### src/hw/rtl/cfd_pkg.sv
// ----------------------------------------------------------------------------
// cfd_pkg: shared types and constants for the command frame deframer
// Register indexes, event codes, configuration and result bundles.
// ----------------------------------------------------------------------------
package cfd_pkg;

    localparam int unsigned BYTE_W  = 8;
    localparam int unsigned LEN_W   = 16;
    localparam int unsigned IDX_W   = 3;
    localparam int unsigned CDATA_W = 16;

    localparam logic [IDX_W-1:0] REG_FIRST_HDR  = 3'd0;
    localparam logic [IDX_W-1:0] REG_SECOND_HDR = 3'd1;
    localparam logic [IDX_W-1:0] REG_END_BYTE   = 3'd2;
    localparam logic [IDX_W-1:0] REG_WAKEUP     = 3'd3;
    localparam logic [IDX_W-1:0] REG_DETECTED   = 3'd4;
    localparam logic [IDX_W-1:0] REG_PAYLOAD    = 3'd5;
    localparam logic [IDX_W-1:0] REG_READ_ERR   = 3'd6;
    localparam logic [IDX_W-1:0] REG_MAX_LEN    = 3'd7;

    typedef enum logic [3:0] {
        EV_NONE     = 4'd0,
        EV_WAKEUP   = 4'd1,
        EV_DETECTED = 4'd2,
        EV_READERR  = 4'd3,
        EV_START    = 4'd4,
        EV_BYTE     = 4'd5,
        EV_PKTEND   = 4'd6,
        EV_BADCMD   = 4'd7,
        EV_BADLEN   = 4'd8,
        EV_NOEND    = 4'd9
    } event_t;

    typedef struct packed {
        logic [BYTE_W-1:0] first_hdr;
        logic [BYTE_W-1:0] second_hdr;
        logic [BYTE_W-1:0] end_byte;
        logic [BYTE_W-1:0] wakeup_code;
        logic [BYTE_W-1:0] detected_code;
        logic [BYTE_W-1:0] payload_code;
        logic [BYTE_W-1:0] read_err_code;
        logic [LEN_W-1:0]  max_len;
    } cfg_t;

    typedef struct packed {
        event_t            ev;
        logic [BYTE_W-1:0] pbyte;
        logic              plast;
        logic [LEN_W-1:0]  plen;
    } result_t;

endpackage

### src/hw/rtl/command_frame_deframer.sv
// ----------------------------------------------------------------------------
// command_frame_deframer: byte-serial command frame tracker
//
//   channel  | direction | handshake          | payload
//   ---------+-----------+--------------------+--------------------------------
//   s_       | in        | s_valid / s_ready  | s_rx_byte
//   m_       | out       | m_valid / m_ready  | m_event_res, m_payload_byte,
//            |           |                    | m_payload_last, m_payload_length
//   cfg_     | in        | cfg_wr_en          | cfg_wr_index, cfg_wr_data
//
// One byte per cycle sustained while m_ready is high; each byte gives one result
// through the input register, parser decode and result register.
// Reset sets the parser to wait for the first header byte and loads the
// default codes and length limit.
// With m_ready low, up to two bytes stay in flight before s_ready drops.
// ----------------------------------------------------------------------------
module command_frame_deframer
    import cfd_pkg::*;
(
    input  logic               aclk,
    input  logic               aresetn,
    input  logic               s_valid,
    output logic               s_ready,
    input  logic [BYTE_W-1:0]  s_rx_byte,
    output logic               m_valid,
    input  logic               m_ready,
    output logic [3:0]         m_event_res,
    output logic [BYTE_W-1:0]  m_payload_byte,
    output logic               m_payload_last,
    output logic [LEN_W-1:0]   m_payload_length,
    input  logic               cfg_wr_en,
    input  logic [IDX_W-1:0]   cfg_wr_index,
    input  logic [CDATA_W-1:0] cfg_wr_data
);

    cfg_t              cfg;
    result_t           res;
    result_t           result_reg;
    logic              in_valid_reg;
    logic [BYTE_W-1:0] in_byte_reg;
    logic              out_valid_reg;
    logic              out_free;
    logic              advance;

    assign out_free = !out_valid_reg || m_ready;
    assign advance  = in_valid_reg && out_free;
    assign s_ready  = !in_valid_reg || out_free;

    cfd_regs u_regs (
        .aclk         (aclk),
        .aresetn      (aresetn),
        .cfg_wr_en    (cfg_wr_en),
        .cfg_wr_index (cfg_wr_index),
        .cfg_wr_data  (cfg_wr_data),
        .cfg          (cfg)
    );

    cfd_parse u_parse (
        .aclk    (aclk),
        .aresetn (aresetn),
        .cfg     (cfg),
        .advance (advance),
        .rx_byte (in_byte_reg),
        .res     (res)
    );

    always_ff @(posedge aclk) begin
        if (!aresetn) begin
            in_valid_reg  <= 1'b0;
            out_valid_reg <= 1'b0;
        end else begin
            if (s_ready) begin
                in_valid_reg <= s_valid;
            end
            if (out_free) begin
                out_valid_reg <= in_valid_reg;
            end
        end
    end

    always_ff @(posedge aclk) begin
        if (s_valid && s_ready) begin
            in_byte_reg <= s_rx_byte;
        end
        if (advance) begin
            result_reg <= res;
        end
    end

    assign m_valid          = out_valid_reg;
    assign m_event_res      = result_reg.ev;
    assign m_payload_byte   = result_reg.pbyte;
    assign m_payload_last   = result_reg.plast;
    assign m_payload_length = result_reg.plen;

endmodule

### src/hw/rtl/cfd_regs.sv
// ----------------------------------------------------------------------------
// cfd_regs: configuration register file
// Holds header, end and command codes and the payload length limit.
// ----------------------------------------------------------------------------
module cfd_regs
    import cfd_pkg::*;
(
    input  logic               aclk,
    input  logic               aresetn,
    input  logic               cfg_wr_en,
    input  logic [IDX_W-1:0]   cfg_wr_index,
    input  logic [CDATA_W-1:0] cfg_wr_data,
    output cfg_t               cfg
);

    cfg_t cfg_reg;

    always_ff @(posedge aclk) begin
        if (!aresetn) begin
            cfg_reg.first_hdr     <= 8'd170;
            cfg_reg.second_hdr    <= 8'd85;
            cfg_reg.end_byte      <= 8'd255;
            cfg_reg.wakeup_code   <= 8'd1;
            cfg_reg.detected_code <= 8'd2;
            cfg_reg.payload_code  <= 8'd3;
            cfg_reg.read_err_code <= 8'd4;
            cfg_reg.max_len       <= 16'd1024;
        end else if (cfg_wr_en) begin
            case (cfg_wr_index)
                REG_FIRST_HDR:  cfg_reg.first_hdr     <= cfg_wr_data[BYTE_W-1:0];
                REG_SECOND_HDR: cfg_reg.second_hdr    <= cfg_wr_data[BYTE_W-1:0];
                REG_END_BYTE:   cfg_reg.end_byte      <= cfg_wr_data[BYTE_W-1:0];
                REG_WAKEUP:     cfg_reg.wakeup_code   <= cfg_wr_data[BYTE_W-1:0];
                REG_DETECTED:   cfg_reg.detected_code <= cfg_wr_data[BYTE_W-1:0];
                REG_PAYLOAD:    cfg_reg.payload_code  <= cfg_wr_data[BYTE_W-1:0];
                REG_READ_ERR:   cfg_reg.read_err_code <= cfg_wr_data[BYTE_W-1:0];
                REG_MAX_LEN:    cfg_reg.max_len       <= cfg_wr_data[LEN_W-1:0];
                default: ;
            endcase
        end
    end

    assign cfg = cfg_reg;

endmodule

### src/hw/rtl/cfd_parse.sv
// ----------------------------------------------------------------------------
// cfd_parse: frame parser state machine
// Decodes one byte against the current phase and commits on advance.
// ----------------------------------------------------------------------------
module cfd_parse
    import cfd_pkg::*;
(
    input  logic              aclk,
    input  logic              aresetn,
    input  cfg_t              cfg,
    input  logic              advance,
    input  logic [BYTE_W-1:0] rx_byte,
    output result_t           res
);

    typedef enum logic [2:0] {
        PH_HEAD0 = 3'd0,
        PH_HEAD1 = 3'd1,
        PH_CMD   = 3'd2,
        PH_LENH  = 3'd3,
        PH_LENL  = 3'd4,
        PH_DATA  = 3'd5,
        PH_END   = 3'd6
    } phase_t;

    phase_t           phase_reg, phase_next;
    logic [LEN_W-1:0] exp_len_reg, exp_len_next;
    logic [LEN_W-1:0] count_reg, count_next;
    logic [LEN_W-1:0] len_full;
    logic [LEN_W-1:0] count_inc;
    phase_t           hdr_restart;

    assign len_full    = {exp_len_reg[LEN_W-1:BYTE_W], rx_byte};
    assign count_inc   = count_reg + 16'd1;
    assign hdr_restart = (rx_byte == cfg.first_hdr) ? PH_HEAD1 : PH_HEAD0;

    always_comb begin
        phase_next   = phase_reg;
        exp_len_next = exp_len_reg;
        count_next   = count_reg;
        res.ev       = EV_NONE;
        res.pbyte    = '0;
        res.plast    = 1'b0;
        res.plen     = '0;
        case (phase_reg)
            PH_HEAD1: begin
                if (rx_byte == cfg.second_hdr) begin
                    phase_next = PH_CMD;
                end else begin
                    phase_next = hdr_restart;
                end
            end
            PH_CMD: begin
                if (rx_byte == cfg.wakeup_code) begin
                    res.ev     = EV_WAKEUP;
                    phase_next = PH_END;
                end else if (rx_byte == cfg.detected_code) begin
                    res.ev     = EV_DETECTED;
                    phase_next = PH_END;
                end else if (rx_byte == cfg.payload_code) begin
                    exp_len_next = '0;
                    phase_next   = PH_LENH;
                end else if (rx_byte == cfg.read_err_code) begin
                    res.ev     = EV_READERR;
                    phase_next = PH_END;
                end else begin
                    res.ev     = EV_BADCMD;
                    phase_next = PH_HEAD0;
                end
            end
            PH_LENH: begin
                exp_len_next = {rx_byte, {BYTE_W{1'b0}}};
                phase_next   = PH_LENL;
            end
            PH_LENL: begin
                res.plen = len_full;
                if (len_full == '0 || len_full > cfg.max_len) begin
                    res.ev       = EV_BADLEN;
                    exp_len_next = '0;
                    phase_next   = PH_HEAD0;
                end else begin
                    res.ev       = EV_START;
                    exp_len_next = len_full;
                    count_next   = '0;
                    phase_next   = PH_DATA;
                end
            end
            PH_DATA: begin
                res.ev     = EV_BYTE;
                res.pbyte  = rx_byte;
                count_next = count_inc;
                if (count_inc >= exp_len_reg) begin
                    res.plast  = 1'b1;
                    phase_next = PH_END;
                end
            end
            PH_END: begin
                if (rx_byte == cfg.end_byte) begin
                    res.ev       = EV_PKTEND;
                    exp_len_next = '0;
                    phase_next   = PH_HEAD0;
                end else begin
                    res.ev     = EV_NOEND;
                    phase_next = hdr_restart;
                end
            end
            default: begin
                phase_next = hdr_restart;
            end
        endcase
    end

    always_ff @(posedge aclk) begin
        if (!aresetn) begin
            phase_reg   <= PH_HEAD0;
            exp_len_reg <= '0;
            count_reg   <= '0;
        end else if (advance) begin
            phase_reg   <= phase_next;
            exp_len_reg <= exp_len_next;
            count_reg   <= count_next;
        end
    end

endmodule

### config.mk
export PLATFORM = sky130hd
export DESIGN_NAME = command_frame_deframer
export DESIGN_NICKNAME = d
export VERILOG_FILES = /design/src/hw/rtl/cfd_pkg.sv /design/src/hw/rtl/command_frame_deframer.sv /design/src/hw/rtl/cfd_regs.sv /design/src/hw/rtl/cfd_parse.sv
export SDC_FILE = /design/constraint.sdc
export NUM_CORES = 1
export LEC_CHECK = 0
export ABC_AREA = 1
export BUFFER_PORTS_ARGS = -buffer_cell sky130_fd_sc_hd__clkbuf_2
export CAP_MARGIN = 30
export CORE_MARGIN = 1
export CORE_UTILIZATION = 53
export CTS_CLUSTER_SIZE = 20
export DETAILED_ROUTE_END_ITERATION = 10
export PLACE_DENSITY = 0.72
export SLEW_MARGIN = 20
export SYNTH_ARGS = -nofsm -noshare
export SYNTH_HDL_FRONTEND = slang
export SYNTH_HIERARCHICAL = 1
export SYNTH_SLANG_ARGS = --single-unit
### constraint.sdc
create_clock -name aclk -period 5.37 [get_ports aclk]
set_input_delay 1.3425 -clock aclk [delete_from_list [all_inputs] [get_ports aclk]]
set_output_delay 1.3425 -clock aclk [all_outputs]
set_load 0.02 [all_outputs]
==> flow_metrics.tcl, run 1 <==
set metrics [dict create \
    hpwlAfterDp_um 13100 \
    hold_path.class "reg -> reg" \
    tns_ns 0 \
    yosysTopAreaCellShare 0.277 \
    hold_end "u_parse/count_reg[15]" \
    largest_reg_flops 72 \
    drtIter0Drc 603 \
    grt_pass1_wl_um 30400 \
    cts_made_buffers 17 \
    timing.fmax_mhz 313 \
    antenna_left 0 \
    finClkSkew_ns 0.00944 \
    grt_overflow 0 \
    cts_setup_buffers 0 \
    synth_edf_count 37 \
    p_per_area_nw_per_um2 332 \
    yosys-top-cells-area "dfxtp_1, edfxtp_1, nand2_1" \
    start_kind "primary input" \
    die_h_um 124 \
    die_w_um 124 \
    worstHoldPathCells 2 \
    hp-start "u_parse/count_reg[15]" \
    synth.cell_area_um2 7860 \
    first_pass_iters 5 \
    crit_path_max_fanout 3 \
    irDropWorstVdd_mv 0.205 \
    max_slew_margin 0.413 \
    crit_type "in -> out" \
    synth_cells 1058 \
    max_cap_violations 0 \
    rsz0062_at_grt "no" \
    setup_violations 0 \
    finalWirelength_um 19000 \
    ys_async_sr_fraction 0 \
    vias 6806 \
    viasPerCell 5.22 \
    cpMostUsedCell "clkbuf_2" \
    numPortBuffers 62 \
    reg2reg_depth 17 \
    ios 63 \
    grt_pass1_vias 6064 \
    drv_slew 0 \
    finalCriticalPeriod_ns 3.19 \
    gp_congestion 0.873 \
    slowest_stage "clkbuf_2" \
    critPathArrivalTime_ns 1.85 \
    clkSinkCount 146 \
    place_ws_ns 1.92 \
    hold_buffers 0 \
    design.die.area_um2 15300 \
    drive_gt1_frac 0.123 \
    power.leakage_nw 3.96 \
    r2r_slack_ns 2.40 \
    critPathCaptureType "output port" \
    syn_to_final_growth_pct 13.5 \
    crit_chain "clkbuf_2 -> inv_1 -> nand3_2 -> clkbuf_2" \
    hold_viol 0 \
    diodes 0 \
    worstSkewPairLatency_ns 0.43 \
    startpoint "m_ready" \
    cts-resized-gates 0 \
    syn_avg_cell_area_um2 7.43 \
    rr_endpoint "u_parse/phase_reg[1]" \
    synthDistinctLibCells 36 \
    cts_tree "built" \
    ys.flop_type "dfxtp_1" \
    clock_path_buffers 2 \
    track_usage 0.265 \
    fin_crit_sh 0.594 \
    critPathMaxStageDelay_ns 0.18 \
    num_rows 44 \
    required_ns 4.03 \
    grt_max_degree 83 \
    worst_slack_ns 2.18 \
    start_util 0.543 \
    core_um2 14500 \
    synthesis.nets 1123 \
    antenna_found_initial 0 \
    r2r-start "u_parse/count_reg[2]" \
    seq_area_frac_synth 0.419 \
    worst_pin_slew_ns 0.880 \
    ys_ff_latch 146 \
    cts_root_buf "clkbuf_16" \
    clkTransAtPathRegs_ns 0.06 \
    routedWlPerCell_um 14.6 \
    netlist.top_cell.by_area "dfxtp_1" \
    ys_warn_count 6 \
    route.detailed.drc 0 \
    final_nets 1173 \
    htreeDepth 4 \
    status "finished clean" \
]
## logic make-up (layout without fill, tap and decap cells)
kind of cell,count (synthesis),in the layout,synth area share
AOI/OAI and AO/OA,55,55,0.0371
buffers and inverters,152,215,0.0880
xor gates and xnor gates,61,61,0.0679
and+or+nand+nor,611,611,0.336
DFF,146,146,0.419
adders and majority gates,33,33,0.0525
## area by class of cell
class | count | area (um2)
Clock buffer | 20 | 458
Clock inverter | 12 | 274
Fill cell | 1342 | 5560
Inverter | 118 | 445
Multi-Input combinational cell | 760 | 3890
Sequential cell | 146 | 3290
Tap cell | 184 | 230
Timing Repair Buffer | 65 | 333
## routing by layer
metal  track usage  wire length, um  vias to the layer above
met4         0.104              495                        0
met2         0.440             9150                      215
met5             0                0                        -
met1         0.336             8310                     3110
met3        0.0527             1080                       39
li1              -                -                     3442
## power by group
group	leakage [nW]	switching [mW]	internal, mW	total, mW
Sequential	1.25	0.0444	1.17	1.21
Clock	0.350	0.468	0.996	1.46
Combinational	2.36	0.190	0.101	0.290
## stage by stage
stage               total power, mW  hold WS (ns)  instances  instance area, um2  utilization
floorplan                      1.44         0.439       1058                7860            -
global placement               1.52         0.451       1272                8180        0.565
detailed placement             1.52         0.454       1272                8180        0.565
CTS                            2.98         0.463       1304                8920        0.616
global route                   3.08         0.493       1305                8920        0.616
finish                         2.97         0.463       1305                8920        0.616
## Yosys cell counts, types with 9 or more instances
| master | count |
|---|---|
| nand2_1 | 257 |
| nor2_1 | 192 |
| dfxtp_1 | 109 |
| inv_1 | 106 |
| nand3_1 | 105 |
| xnor2_1 | 47 |
| edfxtp_1 | 37 |
| a21oi_1 | 33 |
| ha_1 | 33 |
| nand4_1 | 15 |
| xor2_1 | 14 |
| o21ai_0 | 13 |
| buf_6 | 12 |
| inv_2 | 11 |
| nand2_2 | 9 |
## placed cells by master, fill, tap and decap left out, types with 14 or more instances in the layout
cell | netlist | final
xnor2_1 | 47 | 47
nand4_1 | 15 | 15
inv_1 | 106 | 106
nand3_1 | 105 | 105
nor2_1 | 192 | 192
ha_1 | 33 | 33
clkbuf_16 | 0 | 18
clkbuf_2 | 0 | 62
nand2_1 | 257 | 257
dfxtp_1 | 109 | 109
a21oi_1 | 33 | 32
xor2_1 | 14 | 14
edfxtp_1 | 37 | 37
## critical path, delay by kind of cell
| kind | cells | cell delay, ns |
|---|---|---|
| buffers and inverters | 3 | 0.39 |
| and+or+nand+nor | 1 | 0.12 |
## worst max-delay path by stage
stage,depth (start not counted),to,slack (ns)
4_1_cts,4,s_ready,2.18
2_1_floorplan,9,u_parse/count_reg[0],1.12
3_5_place_dp,9,u_parse/count_reg[14],1.92
3_3_place_gp,9,u_parse/count_reg[0],1.96
6_report,4,s_ready,2.18
5_1_grt,17,u_parse/phase_reg[1],2.07
Note: power is estimated with default switching activity, not from simulation.
==> run 2: changes to the inputs <==
- clock period: 5.37 -> 3.2 ns (I/O delays scaled with it)
==> flow_metrics.tcl, run 2 (synthesized netlist as in run 1, its figures left out) <==
set metrics [dict create \
    status "finished clean" \
    critPathMaxStageDelay_ns 0.41 \
    grt_pass1_vias 6075 \
    die_h_um 124 \
    finClkSkew_ns 0.00846 \
    worst_slack_ns 0.300 \
    drtIter0Drc 551 \
    final_nets 1184 \
    place_ws_ns 0.450 \
    fin_crit_sh 0.906 \
    track_usage 0.268 \
    critPathCaptureType "flip-flop" \
    routedWlPerCell_um 14.8 \
    largest_reg_flops 72 \
    htreeDepth 4 \
    r2r_slack_ns 0.30 \
    gp_congestion 0.840 \
    cts_tree "built" \
    die_w_um 124 \
    worst_pin_slew_ns 0.853 \
    stdcell_area_um2 8930 \
    timing.fmax_mhz 345 \
    tns_ns 0 \
    rr_endpoint "u_parse/phase_reg[1]" \
    finalWirelength_um 19500 \
    r2r-start "u_parse/count_reg[2]" \
    grt_pass1_wl_um 31000 \
    crit_type "reg -> reg" \
    syn_to_final_growth_pct 13.6 \
    clkTransAtPathRegs_ns 0.06 \
    grt_overflow 0 \
    crit_chain "inv_1 -> nor3_1 -> nand2_1 -> nor2_1 -> inv_1 -> nor2_1 -> xor2_1 -> inv_1 -> ha_1 -> a21oi_1 -> o21ai_0 -> a21oi_1 -> nand3_1 -> o21ai_1 -> nand2_1 -> nand2_1 -> nor2_1" \
    drv_slew 0 \
    worstHoldPathCells 2 \
    ios 63 \
    final_cell_mix "nand2_1, nor2_1, dfxtp_1" \
    p_total_mw 4.76 \
    fin_util 0.617 \
    hold_buffers 0 \
    dpl_cell_area_um2 8270 \
    cts_made_buffers 17 \
    viasPerCell 5.24 \
    core_um2 14500 \
    start_kind "flip-flop" \
    grt_max_degree 47 \
    rsz0062_at_grt "no" \
    numPortBuffers 62 \
    finalNonFillerCells 1316 \
    cts_setup_buffers 0 \
    p_per_area_nw_per_um2 533 \
    setup_violations 0 \
    clkSinkCount 146 \
    antenna_left 0 \
    power.leakage_nw 3.98 \
    hp-start "u_parse/exp_len_reg[6]" \
    drive_gt1_frac 0.130 \
    worstSkewPairLatency_ns 0.43 \
    max_slew_margin 0.431 \
    dp.cells 1284 \
    hold_slack_ns 0.468 \
    cts_root_buf "clkbuf_16" \
    clock_path_buffers 2 \
    finalCriticalPeriod_ns 2.90 \
    hold_end "u_parse/exp_len_reg[6]" \
    hold_path.class "reg -> reg" \
    slowest_stage "dfxtp_1" \
    num_rows 44 \
    diodes 0 \
    design.die.area_um2 15300 \
    max_cap_violations 0 \
    hold_viol 0 \
    first_pass_iters 6 \
    critPathArrivalTime_ns 3.23 \
    hpwlAfterDp_um 13400 \
    start_util 0.543 \
    crit_path_max_fanout 4 \
    cts-resized-gates 0 \
    reg2reg_depth 17 \
    route.detailed.drc 0 \
    irDropWorstVdd_mv 0.535 \
    mostFrequentLayoutCell "nand2_1" \
    required_ns 3.53 \
    antenna_found_initial 0 \
    vias 6898 \
]
[run 2: how the worst max path moves through the flow]
stage	cells after the start	slack [ns]	end	startpoint
global placement	17	0.54	u_parse/phase_reg[1]	u_parse/count_reg[2]
finish	17	0.30	u_parse/phase_reg[1]	u_parse/count_reg[2]
floorplan	9	0.12	u_parse/count_reg[0]	m_ready
global route	17	0.03	u_parse/phase_reg[1]	u_parse/count_reg[2]
detailed placement	17	0.45	u_parse/phase_reg[1]	u_parse/count_reg[2]
CTS	17	0.37	u_parse/phase_reg[1]	u_parse/count_reg[2]
[run 2: power breakdown]
part / total [mW] / internal (mW) / leakage [nW] / switching [mW]
logic: 0.531 / 0.178 / 2.41 / 0.353
clock network: 2.23 / 1.47 / 0.319 / 0.762
registers: 2.00 / 1.96 / 1.25 / 0.0429
[run 2: per-layer routing]
layer	vias up	track usage	part of all wire
li1	3464	-	-
met1	3175	0.359	0.45
met2	228	0.433	0.48
met3	31	0.0435	0.060
met4	0	0.104	0.017
met5	-	0	0
[run 2: area by class of cell]
cell class | instances | area (um2)
Fill cell | 1323 | 5550
Multi-Input combinational cell | 760 | 3890
Sequential cell | 146 | 3290
Inverter | 118 | 445
Clock buffer | 19 | 443
Timing Repair Buffer | 76 | 415
Tap cell | 184 | 230
Clock inverter | 13 | 214
[run 2: worst max-delay path, delay by kind of cell (launching register included)]
family / cells / cell delay [ns]
simple gates: 8 / 0.96
compound gates: 4 / 0.70
flops: 1 / 0.41
fa+ha+maj: 1 / 0.30
buf+inv: 3 / 0.27
xor+xnor: 1 / 0.17
